`src/design/sstf_request_queue_top_macros.svh`:
```
// ----------------------------------------------------------------------------
// sstf_request_queue_top_macros.svh
// Assertion macros shared by the request queue RTL.
// ----------------------------------------------------------------------------
`ifndef SSTF_REQUEST_QUEUE_TOP_MACROS_SVH
`define SSTF_REQUEST_QUEUE_TOP_MACROS_SVH

// same-cycle implication, disabled while reset is active
`define SSTF_ASSERT_IMP(label, clk, rst_n, ante, cons, msg) \
    label: assert property (@(posedge clk) disable iff (!rst_n) (ante) |-> (cons)) \
        else $error(msg);

// next-cycle implication, disabled while reset is active
`define SSTF_ASSERT_NXT(label, clk, rst_n, ante, cons, msg) \
    label: assert property (@(posedge clk) disable iff (!rst_n) (ante) |=> (cons)) \
        else $error(msg);

`endif

```
`src/design/sstf_pkg.sv`:
```
// ----------------------------------------------------------------------------
// sstf_pkg
// Types and constants of the seek-ordered request queue.
// ----------------------------------------------------------------------------
package sstf_pkg;

    localparam int QUEUE_DEPTH = 32;
    localparam int IDX_W       = $clog2(QUEUE_DEPTH);
    localparam int CNT_W       = $clog2(QUEUE_DEPTH + 1);
    localparam int SECTOR_W    = 48;
    localparam int TAG_W       = 8;
    localparam int OCC_W       = 6;
    localparam int ENTRY_W     = SECTOR_W + TAG_W;

    typedef enum logic [1:0] {
        OP_INSERT   = 2'd0,
        OP_DISPATCH = 2'd1,
        OP_REMOVE   = 2'd2,
        OP_NOP      = 2'd3
    } op_t;

    typedef enum logic [1:0] {
        STAT_OK       = 2'd0,
        STAT_EMPTY    = 2'd1,
        STAT_FULL     = 2'd2,
        STAT_NOTFOUND = 2'd3
    } status_t;

    typedef enum logic [1:0] {
        S_IDLE = 2'd0,
        S_WALK = 2'd1,
        S_DONE = 2'd2
    } state_t;

    typedef enum logic [1:0] {
        MODE_NONE   = 2'd0,
        MODE_INSERT = 2'd1,
        MODE_DELETE = 2'd2
    } mode_t;

    typedef struct packed {
        logic [SECTOR_W-1:0] sector;
        logic [TAG_W-1:0]    tag;
    } entry_t;

    typedef struct packed {
        op_t                 operation;
        logic [SECTOR_W-1:0] sector;
        logic [TAG_W-1:0]    tag;
        logic [SECTOR_W-1:0] head_sector;
    } req_t;

    typedef struct packed {
        status_t             status;
        logic                out_valid;
        logic [SECTOR_W-1:0] out_sector;
        logic [TAG_W-1:0]    out_tag;
        logic [OCC_W-1:0]    occupancy;
    } rsp_t;

endpackage

```
`src/design/sstf_if.sv`:
```
// ----------------------------------------------------------------------------
// sstf_req_if / sstf_rsp_if
// Valid/ready channels for queue operations and their results.
// ----------------------------------------------------------------------------
interface sstf_req_if;
    import sstf_pkg::*;

    logic valid;
    logic ready;
    req_t payload;

    modport source (output valid, output payload, input ready);
    modport sink   (input valid, input payload, output ready);
endinterface

interface sstf_rsp_if;
    import sstf_pkg::*;

    logic valid;
    logic ready;
    rsp_t payload;

    modport source (output valid, output payload, input ready);
    modport sink   (input valid, input payload, output ready);
endinterface

```
`src/design/sstf_ram.sv`:
```
// ----------------------------------------------------------------------------
// sstf_ram
// Simple dual-port RAM: one write port, one read port, registered read data.
// ----------------------------------------------------------------------------
module sstf_ram #(
    parameter int DEPTH  = 32,
    parameter int WIDTH  = 56,
    parameter int ADDR_W = $clog2(DEPTH)
) (
    input  logic              clk,
    input  logic              wr_en,
    input  logic [ADDR_W-1:0] wr_addr,
    input  logic [WIDTH-1:0]  wr_data,
    input  logic              rd_en,
    input  logic [ADDR_W-1:0] rd_addr,
    output logic [WIDTH-1:0]  rd_data
);

    logic [WIDTH-1:0] mem [DEPTH];

    always_ff @(posedge clk)
    begin
        if (wr_en)
        begin
            mem[wr_addr] <= wr_data;
        end
    end

    always_ff @(posedge clk)
    begin
        if (rd_en)
        begin
            rd_data <= mem[rd_addr];
        end
    end

endmodule

```
`src/design/sstf_request_queue_top.sv`:
```
// ----------------------------------------------------------------------------
// sstf_request_queue_top
// Seek-ordered disk request queue with insert, dispatch and remove by tag.
// ----------------------------------------------------------------------------
//  channel | dir | payload                                        | handshake
//  --------+-----+------------------------------------------------+----------
//  req     | in  | operation, sector, tag, head_sector            | valid/ready
//  rsp     | out | status, out_valid, out_sector, out_tag, occupancy | valid/ready
//
//  Insert, dispatch and remove walk the n queued entries through the RAM read
//  port in a single forward pass. Insert into a full queue, any operation on an
//  empty queue and no-op codes skip the walk and go straight to completion.
//  The walk is bounded by the one read and one write port of the entry RAM.
//  Reset clears the control state and the entry count, not the RAM; RAM contents are never read unwritten.
//  A result held in the output register stalls only the S_DONE completion step.
// ----------------------------------------------------------------------------
`include "sstf_request_queue_top_macros.svh"

module sstf_request_queue_top (
    input  logic       clk,
    input  logic       rst_n,
    sstf_req_if.sink   req,
    sstf_rsp_if.source rsp
);
    import sstf_pkg::*;

    state_t              state_reg, state_next;
    mode_t               mode_reg, mode_start;
    status_t             fixed_status_reg, status_start;
    logic                walk_start;
    logic [SECTOR_W-1:0] sec_reg;
    logic [TAG_W-1:0]    tag_reg;
    logic                is_dispatch_reg;
    logic [SECTOR_W-1:0] ref_reg;

    logic [CNT_W-1:0]    count_reg, count_after;
    logic [CNT_W-1:0]    rd_idx_reg;

    logic                s1_valid_reg;
    logic [IDX_W-1:0]    s1_idx_reg;
    logic                s2_valid_reg;
    logic [IDX_W-1:0]    s2_idx_reg;
    entry_t              s2_entry_reg;
    logic [SECTOR_W-1:0] s2_span_new_reg, s2_span_ent_reg;

    logic                found_reg;
    entry_t              carry_reg;
    entry_t              hit_reg;
    entry_t              new_entry;
    logic                ins_hit, del_hit, walk_last;

    logic                rsp_valid_reg;
    rsp_t                rsp_payload_reg;
    logic                rsp_load;
    logic                dispatched;

    logic                rd_en, wr_en;
    logic [IDX_W-1:0]    rd_addr, wr_addr;
    logic [ENTRY_W-1:0]  wr_data, rd_data;
    entry_t              rd_entry;

    function automatic logic [SECTOR_W-1:0] span(input logic [SECTOR_W-1:0] a,
                                                 input logic [SECTOR_W-1:0] b);
        logic [SECTOR_W:0] d;
        begin
            d = {1'b0, a} - {1'b0, b};
            span = d[SECTOR_W] ? (b - a) : d[SECTOR_W-1:0];
        end
    endfunction

    sstf_ram #(
        .DEPTH (QUEUE_DEPTH),
        .WIDTH (ENTRY_W)
    ) u_ram (
        .clk     (clk),
        .wr_en   (wr_en),
        .wr_addr (wr_addr),
        .wr_data (wr_data),
        .rd_en   (rd_en),
        .rd_addr (rd_addr),
        .rd_data (rd_data)
    );

    assign rd_entry         = rd_data;
    assign new_entry.sector = sec_reg;
    assign new_entry.tag    = tag_reg;
    assign dispatched       = (mode_reg == MODE_DELETE) && found_reg && is_dispatch_reg;

    assign ins_hit   = !found_reg && (s2_span_new_reg <= s2_span_ent_reg);
    assign del_hit   = !found_reg && (is_dispatch_reg ? (s2_idx_reg == '0)
                                                      : (s2_entry_reg.tag == tag_reg));
    assign walk_last = s2_valid_reg
                       && (CNT_W'(s2_idx_reg) == count_reg - CNT_W'(1));

    // operation decode at acceptance
    always_comb
    begin
        mode_start   = MODE_NONE;
        status_start = STAT_OK;
        walk_start   = 1'b0;
        unique case (req.payload.operation) inside
            OP_INSERT:
            begin
                if (count_reg >= CNT_W'(QUEUE_DEPTH))
                begin
                    status_start = STAT_FULL;
                end
                else
                begin
                    mode_start = MODE_INSERT;
                    walk_start = (count_reg != '0);
                end
            end
            OP_DISPATCH, OP_REMOVE:
            begin
                if (count_reg == '0)
                begin
                    status_start = (req.payload.operation == OP_DISPATCH) ? STAT_EMPTY
                                                                          : STAT_NOTFOUND;
                end
                else
                begin
                    mode_start = MODE_DELETE;
                    walk_start = 1'b1;
                end
            end
            default:
            begin
                status_start = STAT_OK;
            end
        endcase
    end

    always_comb
    begin
        count_after = count_reg;
        if (mode_reg == MODE_INSERT)
        begin
            count_after = count_reg + CNT_W'(1);
        end
        else if (mode_reg == MODE_DELETE && found_reg)
        begin
            count_after = count_reg - CNT_W'(1);
        end
    end

    // Reads run at least two entries ahead of the write-back, so the walk
    // never reads an entry it has already rewritten.
    always_comb
    begin
        state_next = state_reg;
        req.ready  = 1'b0;
        rd_en      = 1'b0;
        rd_addr    = rd_idx_reg[IDX_W-1:0];
        wr_en      = 1'b0;
        wr_addr    = s2_idx_reg;
        wr_data    = new_entry;
        rsp_load   = 1'b0;
        unique case (state_reg)
            S_IDLE:
            begin
                req.ready = 1'b1;
                if (req.valid)
                begin
                    state_next = walk_start ? S_WALK : S_DONE;
                end
            end
            S_WALK:
            begin
                rd_en = (rd_idx_reg < count_reg);
                if (s2_valid_reg)
                begin
                    if (mode_reg == MODE_INSERT)
                    begin
                        if (ins_hit)
                        begin
                            wr_en = 1'b1;
                        end
                        else if (found_reg)
                        begin
                            wr_en   = 1'b1;
                            wr_data = carry_reg;
                        end
                    end
                    else if (found_reg)
                    begin
                        // close the gap left by the deleted entry
                        wr_en   = 1'b1;
                        wr_addr = s2_idx_reg - IDX_W'(1);
                        wr_data = s2_entry_reg;
                    end
                end
                if (walk_last)
                begin
                    state_next = S_DONE;
                end
            end
            S_DONE:
            begin
                if (!rsp_valid_reg || rsp.ready)
                begin
                    rsp_load   = 1'b1;
                    state_next = S_IDLE;
                    if (mode_reg == MODE_INSERT)
                    begin
                        wr_en   = 1'b1;
                        wr_addr = count_reg[IDX_W-1:0];
                        wr_data = found_reg ? carry_reg : new_entry;
                    end
                end
            end
            default:
            begin
                state_next = S_IDLE;
            end
        endcase
    end

    always_ff @(posedge clk or negedge rst_n)
    begin
        if (!rst_n)
        begin
            state_reg     <= S_IDLE;
            count_reg     <= '0;
            rd_idx_reg    <= '0;
            s1_valid_reg  <= 1'b0;
            s2_valid_reg  <= 1'b0;
            found_reg     <= 1'b0;
            mode_reg      <= MODE_NONE;
            rsp_valid_reg <= 1'b0;
        end
        else
        begin
            state_reg    <= state_next;
            s1_valid_reg <= rd_en;
            s2_valid_reg <= s1_valid_reg;
            if (rd_en)
            begin
                rd_idx_reg <= rd_idx_reg + CNT_W'(1);
            end
            if (req.valid && req.ready)
            begin
                mode_reg   <= mode_start;
                rd_idx_reg <= '0;
                found_reg  <= 1'b0;
            end
            else if (s2_valid_reg && (ins_hit && mode_reg == MODE_INSERT
                                      || del_hit && mode_reg == MODE_DELETE))
            begin
                found_reg <= 1'b1;
            end
            if (rsp_load)
            begin
                count_reg     <= count_after;
                rsp_valid_reg <= 1'b1;
            end
            else if (rsp.ready)
            begin
                rsp_valid_reg <= 1'b0;
            end
        end
    end

    always_ff @(posedge clk)
    begin
        if (req.valid && req.ready)
        begin
            sec_reg          <= req.payload.sector;
            tag_reg          <= req.payload.tag;
            is_dispatch_reg  <= (req.payload.operation == OP_DISPATCH);
            fixed_status_reg <= status_start;
            ref_reg          <= req.payload.head_sector;
        end
        else if (s1_valid_reg)
        begin
            ref_reg <= rd_entry.sector;
        end
        if (s1_valid_reg)
        begin
            s2_idx_reg      <= s1_idx_reg;
            s2_entry_reg    <= rd_entry;
            s2_span_new_reg <= span(sec_reg, ref_reg);
            s2_span_ent_reg <= span(rd_entry.sector, ref_reg);
        end
        if (rd_en)
        begin
            s1_idx_reg <= rd_addr;
        end
        if (s2_valid_reg && (found_reg || ins_hit))
        begin
            carry_reg <= s2_entry_reg;
        end
        if (s2_valid_reg && del_hit)
        begin
            hit_reg <= s2_entry_reg;
        end
        if (rsp_load)
        begin
            rsp_payload_reg.occupancy  <= OCC_W'(count_after);
            rsp_payload_reg.out_valid  <= dispatched;
            rsp_payload_reg.out_sector <= dispatched ? hit_reg.sector : '0;
            rsp_payload_reg.out_tag    <= dispatched ? hit_reg.tag : '0;
            unique case (mode_reg)
                MODE_INSERT:
                begin
                    rsp_payload_reg.status <= STAT_OK;
                end
                MODE_DELETE:
                begin
                    rsp_payload_reg.status <= found_reg ? STAT_OK : STAT_NOTFOUND;
                end
                default:
                begin
                    rsp_payload_reg.status <= fixed_status_reg;
                end
            endcase
        end
    end

    assign rsp.valid   = rsp_valid_reg;
    assign rsp.payload = rsp_payload_reg;

    `SSTF_ASSERT_IMP(a_count_bound, clk, rst_n, 1'b1, count_reg <= CNT_W'(QUEUE_DEPTH), "entry count exceeds queue depth")
    `SSTF_ASSERT_IMP(a_wr_in_range, clk, rst_n, wr_en, CNT_W'(wr_addr) <= count_reg, "RAM write beyond queue tail")
    `SSTF_ASSERT_IMP(a_rd_in_range, clk, rst_n, rd_en, rd_idx_reg < count_reg, "RAM read beyond queue tail")
    `SSTF_ASSERT_NXT(a_count_on_done, clk, rst_n, !rsp_load, $stable(count_reg), "entry count changed outside completion")

endmodule
```
`src/flat_wrapper.sv`:
```
// flat-port wrapper written by rule: the top's interface ports become plain ports
module sstf_request_queue_top_flat import sstf_pkg::*;
  (clk, rst_n, req_valid, req_payload, req_ready, rsp_valid, rsp_payload, rsp_ready);
  sstf_req_if req_i ();
  sstf_rsp_if rsp_i ();
  input  logic clk;
  input  logic rst_n;
  input wire logic [$bits(req_i.valid)-1:0] req_valid;
  input wire logic [$bits(req_i.payload)-1:0] req_payload;
  output wire logic [$bits(req_i.ready)-1:0] req_ready;
  output wire logic [$bits(rsp_i.valid)-1:0] rsp_valid;
  output wire logic [$bits(rsp_i.payload)-1:0] rsp_payload;
  input wire logic [$bits(rsp_i.ready)-1:0] rsp_ready;
  assign req_i.valid = req_valid;
  assign req_i.payload = req_payload;
  assign req_ready = req_i.ready;
  assign rsp_valid = rsp_i.valid;
  assign rsp_payload = rsp_i.payload;
  assign rsp_i.ready = rsp_ready;
  sstf_request_queue_top u_core (.clk(clk), .rst_n(rst_n), .req(req_i), .rsp(rsp_i));
endmodule
```
`config.mk`:
```
export PLATFORM = sky130hd
export DESIGN_NAME = sstf_request_queue_top_flat
export DESIGN_NICKNAME = d
export VERILOG_FILES = /design/src/design/sstf_pkg.sv /design/src/design/sstf_if.sv /design/src/design/sstf_ram.sv /design/src/design/sstf_request_queue_top.sv /design/src/flat_wrapper.sv
export VERILOG_INCLUDE_DIRS = /design/src /design/src/design
export SDC_FILE = /design/constraint.sdc
export NUM_CORES = 2
export LEC_CHECK = 0
export BUFFER_PORTS_ARGS = -buffer_cell sky130_fd_sc_hd__buf_4
export CAP_MARGIN = 20
export CORE_ASPECT_RATIO = 1.5
export CORE_MARGIN = 2
export CORE_UTILIZATION = 53
export CTS_BUF_LIST = sky130_fd_sc_hd__clkbuf_16
export CTS_CLUSTER_SIZE = 25
export DETAILED_ROUTE_END_ITERATION = 8
export PLACE_DENSITY = 0.68
export SLEW_MARGIN = 5
export SYNTH_ARGS = -nofsm -noshare
export SYNTH_HDL_FRONTEND = slang
export SYNTH_HIERARCHICAL = 1
export SYNTH_SLANG_ARGS = --single-unit
```
`constraint.sdc`:
```
create_clock -name clk -period 7.3 [get_ports clk]
set_input_delay 1.46 -clock clk [delete_from_list [all_inputs] [get_ports clk]]
set_output_delay 1.46 -clock clk [all_outputs]
set_load 0.005 [all_outputs]
```
==> results.sh <==
export IMPL_run_status="completed"
export IMPL_irDropWorstVdd_uv=275
export IMPL_syn_area_per_cell_um2=14.8
export IMPL_height_of_the_chip_um=538
export IMPL_core_region_area_um2=190000
export IMPL_synth_cells=6836
export IMPL_postSynth_asyncResetShare_pct=0.864
export IMPL_place_ws_ps=1580
export IMPL_p_leak_nw=38.1
export IMPL_syn_nets=7206
export IMPL_setup_viol_count_final=0
export IMPL_final_critical_path_setup_slack_ps=1540
export IMPL_yosysSeqAreaShare_pct=68.8
export IMPL_timing_worst_setup_path_type="flop to flop"
export IMPL_floorplan_rows=196
export IMPL_cts_resized=0
export IMPL_hold_viol=0
export IMPL_timing_critical_path_arrival_ps=6270
export IMPL_yosys_top_cells_area="sky130_fd_sc_hd__edfxtp_1 (68%), sky130_fd_sc_hd__mux2i_1 (9.7%), sky130_fd_sc_hd__ha_1 (3.2%)"
export IMPL_synthDominantCellAreaShare_pct=68.3
export IMPL_grt_setup_unrepaired="false"
export IMPL_placed_cells_incl_taps=9293
export IMPL_largest_register="u_core/u_ram/mem"
export IMPL_clock_tree_from_tritoncts="yes"
export IMPL_max_ffs_per_register=1792
export IMPL_grt_pass1_wl_um=421000
export IMPL_worst_setup_hold_path_clk_slew_ps=70
export IMPL_dieWidth_um=360
export IMPL_post_route_period_util_pct=79.0
export IMPL_min_delay_path_class="flop to flop"
export IMPL_clock_sink_count=2314
export IMPL_detailedRoute_firstPassIterationCount=8
export IMPL_mostFrequentLayoutCells="sky130_fd_sc_hd__edfxtp_1 (2294), sky130_fd_sc_hd__mux2i_1 (978), sky130_fd_sc_hd__a21oi_1 (443)"
export IMPL_clock_tree_skew_after_final_layout_ps=53.4
export IMPL_postCtsSetupBuffers=0
export IMPL_post_synth_num_cell_types=85
export IMPL_worst_path_max_fanout=39
export IMPL_timing_critical_path_required_ps=7810
export IMPL_clkLatencyLatePin_ps=900
export IMPL_fin_setup_tns_ps=0
export IMPL_route_final_wire_length_um=294000
export IMPL_ioPinCount=177
export IMPL_clock_tree_root_cell="sky130_fd_sc_hd__clkbuf_16"
export IMPL_post_cts_hold_buffer_count=0
export IMPL_n_fill_cell=14400
export IMPL_layout_area_overhead_vs_synth_pct=11.4
export IMPL_critPathCaptureType="flop"
export IMPL_pin_count_of_the_biggest_net_entering_global_routing=127
export IMPL_place_gp_congestion=1.03
export IMPL_r2r_start="u_core/s2_span_new_reg[41]"
export IMPL_tritoncts_num_buffers=214
export IMPL_drv_max_cap_violation_count=0
export IMPL_regToRegSetupSlack_ps=1540
export IMPL_synth_top_area_cell="sky130_fd_sc_hd__edfxtp_1"
export IMPL_synth_cell_area_um2=101000
export IMPL_synth_ff_type="sky130_fd_sc_hd__edfxtp_1"
export IMPL_clockBufferDepth=4
export IMPL_post_route_cell_area_um2=112000
export IMPL_synth_edf_count=2294
export IMPL_antenna_found_initial=10
export IMPL_layout_commonest_cell="sky130_fd_sc_hd__edfxtp_1"
export IMPL_finalMaxSlewViolations=0
export IMPL_fin_nets=7412
export IMPL_hold_start="u_core/u_ram/rd_data[2]"
export IMPL_final_core_utilization_pct=59.3
export IMPL_grt_pass1_vias=60700
export IMPL_slew_headroom_pct=20.2
export IMPL_drive_above_1_share_pct=10.7
export IMPL_whs_path_depth=0
export IMPL_fin_cells=9687
export IMPL_post_dp_hpwl_um=189000
export IMPL_via_per_inst=6.31
export IMPL_worst_r2r_cell_count=13
export IMPL_tightestPinTransition_ps=1190
export IMPL_worst_min_delay_path_endpoint="u_core/s2_entry_reg[2]"
export IMPL_r2r_end="u_core/u_ram/mem[23][46]"
export IMPL_drtIter0Drc=6381
export IMPL_finalCriticalPeriod_ps=5760
export IMPL_avgRoutedWirePerCell_um=30.3
export IMPL_initial_core_util_pct=53.2
export IMPL_drcViolationCount=0
export IMPL_regArea_um2=69400
export IMPL_synth_seq_cells=2314
export IMPL_placement_io_buffers=176
export IMPL_remaining_global_route_overflow=0
export IMPL_floorplan_die_area_um2=194000
export IMPL_grt_total_usage_pct=29.8
export IMPL_via_count=61100
export IMPL_maxClockFrequency_mhz=174
export IMPL_critical_path_startpoint_type="flop"
export IMPL_multiInputGateArea_um2=29000
export IMPL_antenna_left=0
export IMPL_htree_num_levels=4
export IMPL_post_dp_cell_area_um2=106000
export IMPL_power_density_nw_per_um2=401
export IMPL_synth_warning_count=6
[cell families after synthesis]
family | synth area share, %
flops | 68.8
compound gates | 8.82
buf+inv | 3.01
fa+ha+maj | 3.25
simple gates | 5.40
xor+xnor | 1.02
mux | 9.73
[critical path, stage by stage, from the launching register on]
cell	delay (ps)
sky130_fd_sc_hd__edfxtp_1	380
sky130_fd_sc_hd__ha_1	330
sky130_fd_sc_hd__a21o_1	190
sky130_fd_sc_hd__a21o_1	170
sky130_fd_sc_hd__a21oi_1	160
sky130_fd_sc_hd__o21ai_0	120
sky130_fd_sc_hd__a21oi_1	610
sky130_fd_sc_hd__nor2b_1	230
sky130_fd_sc_hd__a31oi_1	70
sky130_fd_sc_hd__a21boi_0	610
sky130_fd_sc_hd__o311a_1	410
sky130_fd_sc_hd__nand3_1	680
sky130_fd_sc_hd__nor2_4	940
sky130_fd_sc_hd__buf_12	400
[power by group]
part / leakage (nW) / switching, mW / internal, mW / total, mW
Combinational: 13.6 / 10.9 / 5.02 / 15.9
Sequential: 21.1 / 0.559 / 17.6 / 18.2
Clock: 3.44 / 4.87 / 6.08 / 11.0
Total: 38.1 / 16.3 / 28.7 / 45.1
[Yosys cell counts, types with 55 or more instances]
cell type / n
sky130_fd_sc_hd__a21o_1: 110
sky130_fd_sc_hd__a21oi_1: 443
sky130_fd_sc_hd__a22o_1: 113
sky130_fd_sc_hd__a22oi_1: 174
sky130_fd_sc_hd__a31oi_1: 80
sky130_fd_sc_hd__and2_1: 73
sky130_fd_sc_hd__buf_2: 108
sky130_fd_sc_hd__buf_4: 55
sky130_fd_sc_hd__clkbuf_1: 139
sky130_fd_sc_hd__edfxtp_1: 2294
sky130_fd_sc_hd__ha_1: 256
sky130_fd_sc_hd__inv_1: 249
sky130_fd_sc_hd__mux2i_1: 978
sky130_fd_sc_hd__nand2_1: 440
sky130_fd_sc_hd__nand3_1: 208
sky130_fd_sc_hd__nand4_1: 60
sky130_fd_sc_hd__nor2_1: 168
sky130_fd_sc_hd__nor3_1: 96
sky130_fd_sc_hd__o21ai_0: 242
sky130_fd_sc_hd__xnor2_1: 80
[stage by stage]
stage / total power [mW] / hold WS [ps]
after floorplan: 28.3 / 400
after global placement: 33.7 / 404
after detailed placement: 33.9 / 408
after CTS: 44.8 / 402
after global routing: 46.6 / 427
final: 45.1 / 420
[per-layer routing]
layer / GRT usage, % / up-vias / routed length [µm]
met5: 0 / - / 0
met3: 3.95 / 655 / 20600
met1: 37.8 / 31000 / 112000
met2: 50.9 / 2846 / 147000
li1: - / 26600 / -
met4: 13.7 / 0 / 14500
[how the worst max path moves through the flow]
stage | depth (start not counted) | startpoint | slack, ps | endpoint
finish | 13 | u_core/s2_span_new_reg[41] | 1540 | u_core/u_ram/mem[23][46]
CTS | 13 | u_core/s2_span_new_reg[41] | 1510 | u_core/u_ram/mem[0][44]
global route | 14 | u_core/s2_span_ent_reg[41] | 1330 | u_core/u_ram/mem[23][45]
detailed placement | 13 | u_core/s2_span_new_reg[41] | 1580 | u_core/u_ram/mem[0][47]
global placement | 13 | u_core/s2_span_new_reg[41] | 1540 | u_core/u_ram/mem[0][46]
floorplan | 7 | rsp_ready | 1440 | u_core/u_ram/mem[10][0]
[final cells by class]
| cell class | instances | share of cell area, % |
|---|---|---|
| Antenna cell | 3 | 0.00668 |
| Sequential cell | 2314 | 61.7 |
| Clock inverter | 168 | 1.21 |
| Multi-Input combinational cell | 3909 | 25.8 |
| Clock buffer | 215 | 4.79 |
| Timing Repair Buffer | 353 | 2.88 |
| Tap cell | 2475 | 2.75 |
| Inverter | 250 | 0.839 |
Note: power is estimated with default switching activity, not from simulation.
